--- config.mk ---
export PLATFORM = sky130hd
export DESIGN_NAME = sfc_ctrl
export DESIGN_NICKNAME = d
export VERILOG_FILES = /design/src/hdl/sfc_pkg.sv /design/src/hdl/sfc_ctrl.sv
export SDC_FILE = /design/constraint.sdc
export NUM_CORES = 1
export LEC_CHECK = 0
export ABC_AREA = 1
export BUFFER_PORTS_ARGS = -buffer_cell sky130_fd_sc_hd__buf_2
export CAP_MARGIN = 20
export CORE_MARGIN = 2
export CORE_UTILIZATION = 42
export DETAILED_ROUTE_END_ITERATION = 10
export PLACE_DENSITY = 0.69
export SKIP_LAST_GASP = 1
export SYNTH_ARGS = -nofsm -noshare
export SYNTH_HDL_FRONTEND = slang
export SYNTH_SLANG_ARGS = --single-unit
--- constraint.sdc ---
create_clock -name clk_i -period 2 [get_ports clk_i]
set_input_delay 0.2 -clock clk_i [delete_from_list [all_inputs] [get_ports clk_i]]
set_output_delay 0.2 -clock clk_i [all_outputs]
set_load 0.02 [all_outputs]
--- src/hdl/sfc_pkg.sv ---
`default_nettype none

package sfc_pkg;

  // Widths of the sample and coefficient fields.
  localparam int SAMPLE_WIDTH = 24;
  localparam int COEFF_WIDTH  = 18;
  localparam int COEFF_FRAC   = COEFF_WIDTH - 2;
  localparam int GUARD        = (COEFF_WIDTH > 28) ? (COEFF_WIDTH - 28) : 0;
  localparam int BQ_SHIFT     = COEFF_FRAC - GUARD;
  localparam int INT_FRAC     = 24;

  // Configuration port.
  localparam int CFG_W     = 3 * COEFF_WIDTH;
  localparam int CFG_IDX_W = 3;
  localparam int WET_W     = 18;
  localparam logic [CFG_W-1:0] COEFF_MASK =
    (CFG_W > 64) ? CFG_W'({64{1'b1}}) : {CFG_W{1'b1}};

  localparam logic [CFG_IDX_W-1:0] REG_STAGE_A = 3'd0;
  localparam logic [CFG_IDX_W-1:0] REG_STAGE_B = 3'd1;
  localparam logic [CFG_IDX_W-1:0] REG_STAGE_C = 3'd2;
  localparam logic [CFG_IDX_W-1:0] REG_FINAL   = 3'd3;
  localparam logic [CFG_IDX_W-1:0] REG_WET     = 3'd4;

  // Stage codes.
  localparam logic [1:0] STG_A = 2'd0;
  localparam logic [1:0] STG_B = 2'd1;
  localparam logic [1:0] STG_C = 2'd2;
  localparam logic [1:0] STG_D = 2'd3;

  // Amounts are Q1.16, 0 .. 1.0.
  localparam int AMT_W = 17;
  localparam logic [AMT_W-1:0] AMT_ONE = 17'd65536;

  // Shared multiplier and accumulator.
  localparam int MA_W  = 33;
  localparam int MB_W  = (COEFF_WIDTH > 31) ? COEFF_WIDTH : 31;
  localparam int P_W   = MA_W + MB_W;
  localparam int ACC_W = P_W + 3;
  localparam logic signed [MB_W-1:0] LN10_Q28 = MB_W'(618095479);

  // State memory: biquad history at 0..31, slew memory from 32.
  localparam int ADDR_W    = 6;
  localparam int MEM_DEPTH = 1 << ADDR_W;

  typedef enum logic [2:0] {
    OP_B0X, OP_HB0, OP_HA1, OP_HA2, OP_SLEW, OP_WET, OP_DRY
  } mul_op_e;

  typedef enum logic [1:0] {ACC_LOAD, ACC_ADD, ACC_ADD2, ACC_SUB} acc_mode_e;

  typedef enum logic [1:0] {WR_HOLD0, WR_X, WR_HOLD2, WR_Y} wr_sel_e;

  typedef struct packed {
    logic              in_load;
    logic              x_load;
    logic              ch;
    logic [1:0]        stage;
    logic              mul_en;
    mul_op_e           mul_op;
    logic              acc_en;
    acc_mode_e         acc_mode;
    logic              guard;
    logic              hold0_en;
    logic              hold2_en;
    logic              y_en;
    logic              slew_en;
    logic              x_en;
    logic              rd_en;
    logic [ADDR_W-1:0] rd_addr;
    logic              wr_en;
    logic [ADDR_W-1:0] wr_addr;
    wr_sel_e           wr_sel;
    logic              lft_en;
    logic              out_load;
  } sfc_cmd_t;

  typedef struct packed {
    logic a_nz;
    logic b_nz;
    logic c_nz;
  } sfc_sts_t;

  // Saturate a wide value to 32 bits.
  function automatic logic signed [31:0] sat32(input logic signed [ACC_W:0] v);
    logic signed [ACC_W:0] hi;
    logic signed [ACC_W:0] lo;
    hi = (ACC_W+1)'($signed(32'h7fff_ffff));
    lo = (ACC_W+1)'($signed(32'h8000_0000));
    if (v > hi) return 32'sh7fff_ffff;
    if (v < lo) return 32'sh8000_0000;
    return v[31:0];
  endfunction

  // Round half up by sh bits, then saturate.
  function automatic logic signed [31:0] rnd_sat(input logic signed [ACC_W-1:0] v,
                                                 input int sh);
    logic signed [ACC_W:0] t;
    t = (ACC_W+1)'(v);
    t = t + ((ACC_W+1)'(1) <<< (sh - 1));
    t = t >>> sh;
    return sat32(t);
  endfunction

  // Input sample to internal Q8.24.
  function automatic logic signed [31:0] to_internal(
      input logic signed [SAMPLE_WIDTH-1:0] s);
    localparam int UP_SH = (SAMPLE_WIDTH - 1 <= INT_FRAC) ? (INT_FRAC + 1 - SAMPLE_WIDTH) : 0;
    localparam int DN_SH = (SAMPLE_WIDTH - 1 > INT_FRAC) ? (SAMPLE_WIDTH - 1 - INT_FRAC) : 0;
    logic signed [33:0] v;
    v = 34'(s);
    v = v <<< UP_SH;
    if (DN_SH > 0) begin
      v = (v + (34'(1) <<< (DN_SH - 1))) >>> DN_SH;
    end
    return v[31:0];
  endfunction

  // Internal value to output sample, clipped to plus or minus one.
  function automatic logic [SAMPLE_WIDTH-1:0] to_output(input logic signed [31:0] q);
    localparam int SF    = SAMPLE_WIDTH - 1;
    localparam int UP_SH = (SF >= INT_FRAC) ? (SF - INT_FRAC) : 0;
    localparam int DN_SH = (SF < INT_FRAC) ? (INT_FRAC - SF) : 0;
    logic signed [33:0] v;
    logic signed [33:0] one;
    logic signed [33:0] hi;
    logic signed [33:0] lo;
    one = 34'sd1 <<< INT_FRAC;
    hi  = (34'sd1 <<< SF) - 34'sd1;
    lo  = -(34'sd1 <<< SF);
    v   = 34'(q);
    if (v > one) v = one;
    if (v < -one) v = -one;
    v = v <<< UP_SH;
    if (DN_SH > 0) begin
      v = (v + (34'(1) <<< (DN_SH - 1))) >>> DN_SH;
    end
    if (v > hi) v = hi;
    if (v < lo) v = lo;
    return v[SAMPLE_WIDTH-1:0];
  endfunction

endpackage

`default_nettype wire

--- src/hdl/sfc_ctrl.sv ---
`default_nettype none

module sfc_ctrl (
  input  wire logic              clk_i,
  input  wire logic              rst_ni,
  input  wire logic              in_valid_i,
  output logic                   in_ready_o,
  output logic                   out_valid_o,
  input  wire logic              out_ready_i,
  input  wire sfc_pkg::sfc_sts_t sts_i,
  output sfc_pkg::sfc_cmd_t      cmd_o
);

  localparam logic [2:0] S_IDLE = 3'd0;
  localparam logic [2:0] S_LOAD = 3'd1;
  localparam logic [2:0] S_MUL  = 3'd2;
  localparam logic [2:0] S_ACC  = 3'd3;
  localparam logic [2:0] S_WR   = 3'd4;
  localparam logic [2:0] S_XF   = 3'd5;
  localparam logic [2:0] S_OUT  = 3'd6;

  // Micro-operations of one stage.
  localparam logic [3:0] U_B0X  = 4'd0;
  localparam logic [3:0] U_H0   = 4'd1;
  localparam logic [3:0] U_H1   = 4'd2;
  localparam logic [3:0] U_A1   = 4'd3;
  localparam logic [3:0] U_A2   = 4'd4;
  localparam logic [3:0] U_SLEW = 4'd6;
  localparam logic [3:0] U_WET  = 4'd7;
  localparam logic [3:0] U_DRY  = 4'd8;

  // History slots: x[n-1], x[n-2], y[n-1], y[n-2].
  localparam logic [1:0] K_X1 = 2'd0;
  localparam logic [1:0] K_X2 = 2'd1;
  localparam logic [1:0] K_Y1 = 2'd2;
  localparam logic [1:0] K_Y2 = 2'd3;

  logic [2:0] state_q, state_d;
  logic [3:0] uop_q, uop_d;
  logic [1:0] wcnt_q, wcnt_d;
  logic [1:0] stage_q, stage_d;
  logic       ch_q, ch_d;
  logic       outv_q, outv_d;

  function automatic logic [sfc_pkg::ADDR_W-1:0] hist_addr(input logic [1:0] stg,
                                                           input logic c,
                                                           input logic [1:0] k);
    return {1'b0, stg, c, k};
  endfunction

  function automatic logic [sfc_pkg::ADDR_W-1:0] slew_addr(input logic [1:0] stg,
                                                           input logic c);
    return {1'b1, 2'b00, stg, c};
  endfunction

  // Sequencer: biquad products, history update, slew, crossfade.
  always_comb begin
    state_d = state_q;
    uop_d   = uop_q;
    wcnt_d  = wcnt_q;
    stage_d = stage_q;
    ch_d    = ch_q;
    outv_d  = outv_q;
    cmd_o   = '0;
    cmd_o.ch       = ch_q;
    cmd_o.stage    = stage_q;
    cmd_o.mul_op   = sfc_pkg::OP_B0X;
    cmd_o.acc_mode = sfc_pkg::ACC_LOAD;
    cmd_o.wr_sel   = sfc_pkg::WR_HOLD0;

    if (outv_q && out_ready_i) outv_d = 1'b0;

    unique case (state_q)
      S_IDLE: begin
        if (in_valid_i) begin
          cmd_o.in_load = 1'b1;
          ch_d    = 1'b0;
          state_d = S_LOAD;
        end
      end
      S_LOAD: begin
        cmd_o.x_load = 1'b1;
        if (sts_i.a_nz) begin
          stage_d = sfc_pkg::STG_A;
          uop_d   = U_B0X;
          state_d = S_MUL;
        end else begin
          state_d = S_OUT;
        end
      end
      S_MUL: begin
        cmd_o.mul_en   = 1'b1;
        cmd_o.hold0_en = (uop_q == U_H0);
        cmd_o.hold2_en = (uop_q == U_A1);
        unique case (uop_q)
          U_B0X:       cmd_o.mul_op = sfc_pkg::OP_B0X;
          U_H0, U_H1:  cmd_o.mul_op = sfc_pkg::OP_HB0;
          U_A1:        cmd_o.mul_op = sfc_pkg::OP_HA1;
          U_A2:        cmd_o.mul_op = sfc_pkg::OP_HA2;
          U_SLEW:      cmd_o.mul_op = sfc_pkg::OP_SLEW;
          U_WET:       cmd_o.mul_op = sfc_pkg::OP_WET;
          default:     cmd_o.mul_op = sfc_pkg::OP_DRY;
        endcase
        state_d = S_ACC;
      end
      S_ACC: begin
        // Fetch the history entry for the next product.
        if (uop_q < U_A2) begin
          cmd_o.rd_en   = 1'b1;
          cmd_o.rd_addr = hist_addr(stage_q, ch_q, uop_q[1:0]);
        end
        state_d = S_MUL;
        uop_d   = uop_q + 4'd1;
        unique case (uop_q)
          U_B0X: begin
            cmd_o.acc_en = 1'b1;
            cmd_o.guard  = 1'b1;
          end
          U_H0: begin
            cmd_o.acc_en   = 1'b1;
            cmd_o.guard    = 1'b1;
            cmd_o.acc_mode = sfc_pkg::ACC_ADD2;
          end
          U_H1: begin
            cmd_o.acc_en   = 1'b1;
            cmd_o.guard    = 1'b1;
            cmd_o.acc_mode = sfc_pkg::ACC_ADD;
          end
          U_A1: begin
            cmd_o.acc_en   = 1'b1;
            cmd_o.guard    = 1'b1;
            cmd_o.acc_mode = sfc_pkg::ACC_SUB;
          end
          U_A2: begin
            cmd_o.acc_en   = 1'b1;
            cmd_o.guard    = 1'b1;
            cmd_o.acc_mode = sfc_pkg::ACC_SUB;
            wcnt_d  = 2'd0;
            state_d = S_WR;
          end
          U_SLEW: begin
            cmd_o.slew_en = 1'b1;
            cmd_o.wr_en   = 1'b1;
            cmd_o.wr_addr = slew_addr(stage_q, ch_q);
            cmd_o.wr_sel  = sfc_pkg::WR_Y;
          end
          U_WET: begin
            cmd_o.acc_en = 1'b1;
          end
          U_DRY: begin
            cmd_o.acc_en   = 1'b1;
            cmd_o.acc_mode = sfc_pkg::ACC_ADD;
            state_d = S_XF;
          end
          default: state_d = S_IDLE;
        endcase
      end
      S_WR: begin
        // Shift the biquad history, one entry a cycle.
        cmd_o.wr_en = 1'b1;
        wcnt_d = wcnt_q + 2'd1;
        unique case (wcnt_q)
          2'd0: begin
            cmd_o.y_en    = 1'b1;
            cmd_o.wr_addr = hist_addr(stage_q, ch_q, K_X2);
            cmd_o.wr_sel  = sfc_pkg::WR_HOLD0;
          end
          2'd1: begin
            cmd_o.wr_addr = hist_addr(stage_q, ch_q, K_X1);
            cmd_o.wr_sel  = sfc_pkg::WR_X;
          end
          2'd2: begin
            cmd_o.wr_addr = hist_addr(stage_q, ch_q, K_Y2);
            cmd_o.wr_sel  = sfc_pkg::WR_HOLD2;
          end
          default: begin
            cmd_o.wr_addr = hist_addr(stage_q, ch_q, K_Y1);
            cmd_o.wr_sel  = sfc_pkg::WR_Y;
            state_d = S_MUL;
            if (stage_q != sfc_pkg::STG_D) begin
              cmd_o.rd_en   = 1'b1;
              cmd_o.rd_addr = slew_addr(stage_q, ch_q);
              uop_d = U_SLEW;
            end else begin
              uop_d = U_WET;
            end
          end
        endcase
      end
      S_XF: begin
        cmd_o.x_en = 1'b1;
        uop_d   = U_B0X;
        state_d = S_MUL;
        unique case (stage_q)
          sfc_pkg::STG_A: stage_d = sts_i.b_nz ? sfc_pkg::STG_B : sfc_pkg::STG_D;
          sfc_pkg::STG_B: stage_d = sts_i.c_nz ? sfc_pkg::STG_C : sfc_pkg::STG_D;
          sfc_pkg::STG_C: stage_d = sfc_pkg::STG_D;
          default:        state_d = S_OUT;
        endcase
      end
      S_OUT: begin
        if (!ch_q) begin
          cmd_o.lft_en = 1'b1;
          ch_d    = 1'b1;
          state_d = S_LOAD;
        end else if (!outv_q || out_ready_i) begin
          cmd_o.out_load = 1'b1;
          outv_d  = 1'b1;
          state_d = S_IDLE;
        end
      end
      default: state_d = S_IDLE;
    endcase
  end

  always_ff @(posedge clk_i or negedge rst_ni) begin
    if (!rst_ni) begin
      state_q <= S_IDLE;
      uop_q   <= U_B0X;
      wcnt_q  <= 2'd0;
      stage_q <= sfc_pkg::STG_A;
      ch_q    <= 1'b0;
      outv_q  <= 1'b0;
    end else begin
      state_q <= state_d;
      uop_q   <= uop_d;
      wcnt_q  <= wcnt_d;
      stage_q <= stage_d;
      ch_q    <= ch_d;
      outv_q  <= outv_d;
    end
  end

  assign in_ready_o  = (state_q == S_IDLE);
  assign out_valid_o = outv_q;

  // An accepted pair starts with loading the left channel.
  a_accept_load: assert property (@(posedge clk_i) disable iff (!rst_ni)
    (in_valid_i && in_ready_o) |=> (state_q == S_LOAD && !ch_q))
    else $error("accepted pair did not start loading");

  // The state memory is written only while shifting history or storing the slew.
  a_wr_phase: assert property (@(posedge clk_i) disable iff (!rst_ni)
    cmd_o.wr_en |-> (state_q == S_WR || (state_q == S_ACC && uop_q == U_SLEW)))
    else $error("state memory written outside its phases");

  // Stages only move forward within a channel.
  a_stage_fwd: assert property (@(posedge clk_i) disable iff (!rst_ni)
    (state_q == S_XF && stage_q != sfc_pkg::STG_D) |=> (stage_q > $past(stage_q)))
    else $error("stage did not advance");

  // A result becomes valid only after the right channel is finished.
  a_out_rise: assert property (@(posedge clk_i) disable iff (!rst_ni)
    $rose(outv_q) |-> $past(state_q == S_OUT && ch_q))
    else $error("result valid without finished pair");

endmodule

`default_nettype wire

# After elaboration in Yosys (flattened, before gate mapping)
# Index checks and enable logic that the tools add are counted.
# Widths: inputs -> output; s select.
[op_classes]
add_sub_neg = 2
muxes = 50
n_eq_ne = 24
n_reduce_logical = 24
order_cmp = 1
[op_table]
columns = ["operator", "n"]
rows = [
  ["$pmux 16 s2", 1],
  ["$mux 7", 3],
  ["$pmux 3 s7", 1],
  ["$mux 1", 20],
  ["$mux 3", 6],
  ["$pmux 3 s6", 1],
  ["$mux 4", 4],
  ["$pmux 4 s4", 1],
  ["$eq 4x3->1 const B", 3],
  ["$pmux 2 s3", 2],
  ["$pmux 4 s3", 1],
  ["$mux 2", 5],
  ["$eq 3x3->1 const B", 3],
  ["$mux 9", 1],
  ["$pmux 3 s3", 1],
  ["$reduce_and 3->1", 3],
  ["$eq 4x2->1 const B", 2],
  ["$ne 2x2->1 const B", 4],
  ["$pmux 2 s2", 2],
  ["$reduce_or 7->1", 1],
  ["$eq 3x2->1 const B", 2],
  ["$reduce_bool 2->1", 3],
  ["$reduce_or 2->1", 3],
  ["$reduce_or 3->1", 2],
  ["other kinds (22)", 26],
]
[totals]
reg_bits = 13
inputBits = 7
out_inout_bits = 38
wordCells = 107

# Longest topological paths before layout
# Gate-level depths: netlist of the first run.
[logic_depth]
depth_word = 5
ltp_mapped = 8
depth_no_buf = 8

# Worst setup path after synthesis of the first run
# OpenSTA, ideal clock, no wires.
[synth_path]
kind = "register -> output"
startpoint = "register state_q[2]"
endpoint = "output port cmd_o[27] (netlist bit)"
path_stages_with_launch = 7
path_buffers = 1
t_arrival_ns = 1.472
setup_slack_ns = 0.328
t_required_ns = 1.800
cell_sequence = "dfrtp_1 -> buf_6 -> nor2_1 -> inv_1 -> nor2_2 -> inv_1 -> a31oi_1"
[synth_rtl]
columns = ["item", "line_no", "source"]
rows = [
  ["from (decl)", "sfc_ctrl.sv:38", "logic [2:0] state_q, state_d;"],
  ["from (signal assigned)", "sfc_ctrl.sv:225", "state_q <= state_d;"],
  ["to (decl)", "sfc_ctrl.sv:11", "output sfc_pkg::sfc_cmd_t cmd_o"],
]

==> results of run 1 <==
==> power by group <==
| group | leakage, uW | total [uW] | internal [uW] | switching (uW) |
|---|---|---|---|---|
| Clock | 0.0000177 | 169 | 74.1 | 95.2 |
| Sequential | 0.000168 | 523 | 364 | 159 |
| Combinational | 0.000826 | 1620 | 543 | 1080 |
| Total | 0.00101 | 2320 | 981 | 1330 |
==> cells by family (layout without fill, tap and decap cells) <==
group | Yosys count | count (layout) | share of synthesized area, %
DFF | 13 | 13 | 25.5
and+or+nand+nor | 100 | 100 | 35.0
xor gates and xnor gates | 1 | 1 | 0.686
AOI/OAI and AO/OA | 32 | 32 | 13.6
buffers and inverters | 36 | 87 | 11.6
adders and majority gates | 14 | 14 | 13.7
==> flip-flops by register name, summed over array words and instances (netlist names) <==
signal and count:
state_q 3, wcnt_q 2, ch_q 1, out_valid_o 1, uop_q 4, stage_q 2
==> final cells by class <==
cell class	instances	area share, %
Clock inverter	1	0.311
Multi-Input combinational cell	147	50.9
Timing Repair Buffer	50	16.6
Clock buffer	3	1.40
Inverter	33	7.85
Sequential cell	13	20.4
Tap cell	33	2.57
==> metal layers <==
layer	vias to the layer above	track usage [%]
li1	727	-
met5	-	0
met4	0	8.44
met3	2	1.31
met2	33	29.4
met1	620	26.9
==> worst max-delay path, cell delays in order, from the launching register on <==
cell      delay [ns]
dfrtp_2         0.41
inv_1           0.09
ha_1            0.23
buf_4           0.16
nand3_1         0.08
nand2_1         0.07
o21bai_1        0.15
nand2_1         0.06
inv_1           0.04
buf_2           0.15
==> stage by stage <==
stage | std cells | hold slack [ns] | TNS [ns] | total power (uW)
after global placement | 272 | 0.108 | 0 | 2090
after global routing | 280 | 0.225 | -0.124 | 2560
final | 280 | 0.181 | 0 | 2320
after CTS | 277 | 0.170 | 0 | 2290
after floorplan | 196 | -0.0956 | 0 | 1700
after detailed placement | 272 | 0.111 | 0 | 2110
==> worst max-delay path by stage <==
stage / to / depth (start not counted) / slack (ns)
finish: cmd_o[28] / 9 / 0.08
global route: cmd_o[28] / 9 / -0.07
CTS: cmd_o[26] / 7 / 0.02
detailed placement: cmd_o[28] / 8 / 0.24
global placement: cmd_o[28] / 8 / 0.28
floorplan: cmd_o[27] / 6 / 0.33
==> cells in the final DEF (no fill, tap or decap), drive strengths merged <==
master and n:
dlygate4sd3 1, o211ai 1, o21ai 15, a31oi 4, inv 33, clkbuf 3
dfrtp 13, nand2 53, clkinv 1, nand3b 2, a21oi 8, buf 49
ha 14, nand3 12, xor2 1, o21bai 1, nor3 1, nor2 32
o22ai 3
==> repair_timing <==
action / 4_1_cts / 5_1_grt
gates cloned: 0 / 0
gates resized for setup: 1 / 7
pin swaps: 0 / 1
setup buffers: 0 / 3
setup endpoints to repair: 1 / 14
hold endpoints to repair: 13 / 0
hold buffers: 1 / 0
==> metrics.yaml, run 1 <==
drv_slew: 0
synth_top_cell_by_area: "dfrtp_1"
fin_worst_skew_ns: 0.00874
ys_seq_elements: 13
fin_area_um2: 1610
clk_pin_slew_ns: 0.09
cp-end-kind: "output pin"
place_ws_ns: 0.238
dp_hpwl_um: 2480
synth_area_um2: 1280
via_per_inst: 4.94
drt_iter0_drc: 52
post-route-util_pct: 54.0
core_area_um2: 2980
multi_input_area_um2: 818
clk_path_buf_depth: 2
hold_violations: 0
top_layer_used: "met4"
reg2reg_to: "uop_q[2]"
syn_inst: 196
cts-root-buf: "clkbuf_4"
synth_commonest_cells: "52 x nand2_1, 30 x inv_1, 28 x nor2_1"
min_from: "out_ready_i"
drc: 0
numCtsBuffers: 3
reg2reg_depth: 5
final_nets: 269
irDropWorstVdd_mv: 0.722
power_leakage_uw: 0.00101
maxCapViolations: 0
io_buffers: 44
startpoint: "uop_q[0]"
hold_path_end: "out_valid_o"
fmax_mhz: 522
cts_tree: "built"
hold_depth: 4
grt.overflow.total: 0
postSynthAreaPerCell_um2: 6.52
grt_pass1_vias: 1092
synth-edff-count: 0
synth.area.top_cells: "dfrtp_1 25%, nand2_1 15%, ha_1 14%"
rsz0062_at_grt: "true"
p_per_area_nw_per_um2: 1440
ff2ff_setup_slack_ns: 0.53
gp_congestion: 0.870
netlist-cell-type-count: 24
dieArea_um2: 3500
synth_most_common_cell: "nand2_1"
totalWireLength_um: 3100
grt_pass1_wl_um: 5040
antenna_found_initial: 0
rows: 20
r2r-start: "wcnt_q[0]"
synth_nets: 217
start_util_pct: 42.9
max-slew-margin-rel_pct: 76.3
setup_viol: 0
vias: 1382
ios: 45
critPathRequiredTime_ns: 1.80
ant_nets: 0
drt_first_pass_iters: 4
crit_type: "register to output pin"
arrival_ns: 1.72
syn2layout_area_growth_pct: 26.0
synth_ff_type: "dfrtp_1"
grt_use_total_pct: 18.9
cp-start-kind: "register"
grt_max_degree: 14
wl_met1_um: 1480
clock_sinks: 13
die_w_um: 59.2
yosys.area.top_type_share_pct: 25.5
fin_crit_ns: 1.92
drive_gt1_share_pct: 27.9
insertion_delay_ns: 0.28
placed_area_um2: 1530
setup_slack_ns: 0.0832
die_h_um: 59.2
async_flop_share_pct: 100
min_path_type: "primary input to register"
post_drt_wl_per_cell_um: 11.1
worst_slew_pin_slew_ns: 0.356
ys_warn_count: 0
diodes: 0
crit_fanout: 6
wl_met3_um: 125
htree_levels: 1
ys_seq_area_share_pct: 25.5
fillers: 321
met2_length_um: 1460
final-seq-area_um2: 328
status: "complete, no violations"
timing.final.crit_share_pct: 95.8
No activity file was read; power rests on OpenSTA's default activity.
==> inputs of run 2 (changes only) <==
Settings changed: CORE_UTILIZATION 42 to 54, PLACE_DENSITY 0.69 to 0.86.
Clock period 2 ns to 2.4 ns, I/O delays scaled along.
==> metrics.yaml, run 2 (same netlist as run 1, synthesis figures left out) <==
post-route-util_pct: 69.2
start_util_pct: 57.2
top_register: "uop_q"
status: "complete, no violations"
p_sw_uw: 1100
critPathSlowestCell: "dfrtp_1"
crit_type: "register to output pin"
antenna_found_initial: 0
r2r-start: "uop_q[0]"
cp-end-kind: "output pin"
via_per_inst: 5.02
power_leakage_uw: 0.000991
dieArea_um2: 2770
reg2reg_to: "wcnt_q[0]"
worst-path-stages: 8
internal-power_uw: 779
grt.overflow.total: 0
diodes: 0
numCtsBuffers: 3
gp_congestion: 0.810
io_buffers: 44
place_ws_ns: 0.519
drive_gt1_share_pct: 24.0
worst_slew_pin_slew_ns: 0.370
timing.final.crit_share_pct: 92.2
grt_max_degree: 14
final_common_cell: "nand2_1"
fin_area_um2: 1550
fin_worst_skew_ns: 0.00245
cts_setup_buffers: 0
swShare_pct: 58.6
seq_power_share_pct: 23.8
p_per_area_nw_per_um2: 1220
cts-root-buf: "clkbuf_4"
critPathRequiredTime_ns: 2.16
rows: 17
clk_path_buf_depth: 2
final_cell_mix: "52 x nand2_1, 44 x buf_2, 30 x inv_1"
dp_hpwl_um: 2360
clk_pin_slew_ns: 0.09
cts_resized: 0
htree_levels: 1
vias: 1355
min_path_type: "primary input to register"
maxCapViolations: 0
cp-start-kind: "register"
hold_path_end: "out_valid_o"
grt_pass1_vias: 1159
reg2reg_depth: 7
drt_iter0_drc: 41
combPwrFrac_pct: 68.6
syn2layout_area_growth_pct: 21.1
min_from: "out_ready_i"
fin_tns_setup_ns: 0
core_area_um2: 2230
largest_register_ffs: 4
final_nets: 264
p_total_uw: 1880
fin_crit_ns: 2.21
grt_use_total_pct: 24.6
max-slew-margin-rel_pct: 75.0
post_drt_wl_per_cell_um: 11.3
irDropWorstVdd_mv: 0.729
rsz0062_at_grt: "false"
hold_violations: 0
drc: 0
crit_fanout: 6
setup_viol: 0
fmax_mhz: 452
die_h_um: 52.6
clock_sinks: 13
totalWireLength_um: 3050
die_w_um: 52.6
ant_nets: 0
ff2ff_setup_slack_ns: 0.86
arrival_ns: 1.97
grt_pass1_wl_um: 5110
placed_area_um2: 1510
path_cells: "inv_1, ha_1, o21ai_0, nand2_1, o21bai_1, nand2_1, inv_1, buf_2"
critPathMaxStageDelay_ns: 0.45
hold_depth: 4
drt_first_pass_iters: 4
top_regs: "uop_q (4), state_q (3)"
drv_slew: 0
crit_buf_inv: 3
setup_slack_ns: 0.188
cp_top_family: "compound AO/OA/AOI/OAI gates"
ios: 45
insertion_delay_ns: 0.28
clock_power_share_pct: 7.6
cts_tree: "built"
run 2: worst max path at each step:
stage                          start   endpoint  slack (ns)
after detailed placement    uop_q[0]  cmd_o[28]        0.52
after global placement      uop_q[0]  cmd_o[28]        0.59
after CTS                   uop_q[0]  cmd_o[28]        0.20
final                       uop_q[0]  cmd_o[28]        0.19
after floorplan           state_q[2]  cmd_o[27]        0.69
after global routing        uop_q[0]  cmd_o[28]        0.09
run 2: timing repair:
action	4_1_cts	5_1_grt
endpoints found under the hold margin	13	0
endpoints found under the setup margin	0	0
hold buffers	1	0
run 2: area by class of cell:
class	count	area, um^2
multi-input cells	147	805
flip-flops and latches	13	325
inverters	33	124
clock inverters	1	5.00
well taps	28	35.0
repair buffers	45	230
clock buffers	3	22.5
fillers	217	687
run 2: worst min-delay path: stages:
cell     delay, ns
buf_2         0.08
inv_1         0.04
nand2_1       0.07
nand2_1       0.06
run 2: per-layer routing:
| metal | up-vias | wire length, um | GRT usage [%] |
|---|---|---|---|
| met5 | - | 0 | 0 |
| met4 | 0 | 40 | 6.41 |
| met3 | 5 | 182 | 3.43 |
| met2 | 44 | 1330 | 40.8 |
| met1 | 591 | 1500 | 33.3 |
| li1 | 715 | - | - |
run 2: stage by stage:
| stage | hold slack [ns] | cells |
|---|---|---|
| final | 0.227 | 270 |
| after global routing | 0.274 | 270 |
| after CTS | 0.227 | 270 |
| after detailed placement | 0.147 | 265 |
| after global placement | 0.146 | 265 |
| after floorplan | -0.0556 | 196 |
run 2: power groups by stage:
stage / registers [uW] / clock network (uW) / logic, uW
floorplan: 415 / 0 / 998
global placement: 445 / 0 / 1260
detailed placement: 449 / 0 / 1280
CTS: 446 / 143 / 1290
global route: 468 / 156 / 1450
finish: 447 / 143 / 1290
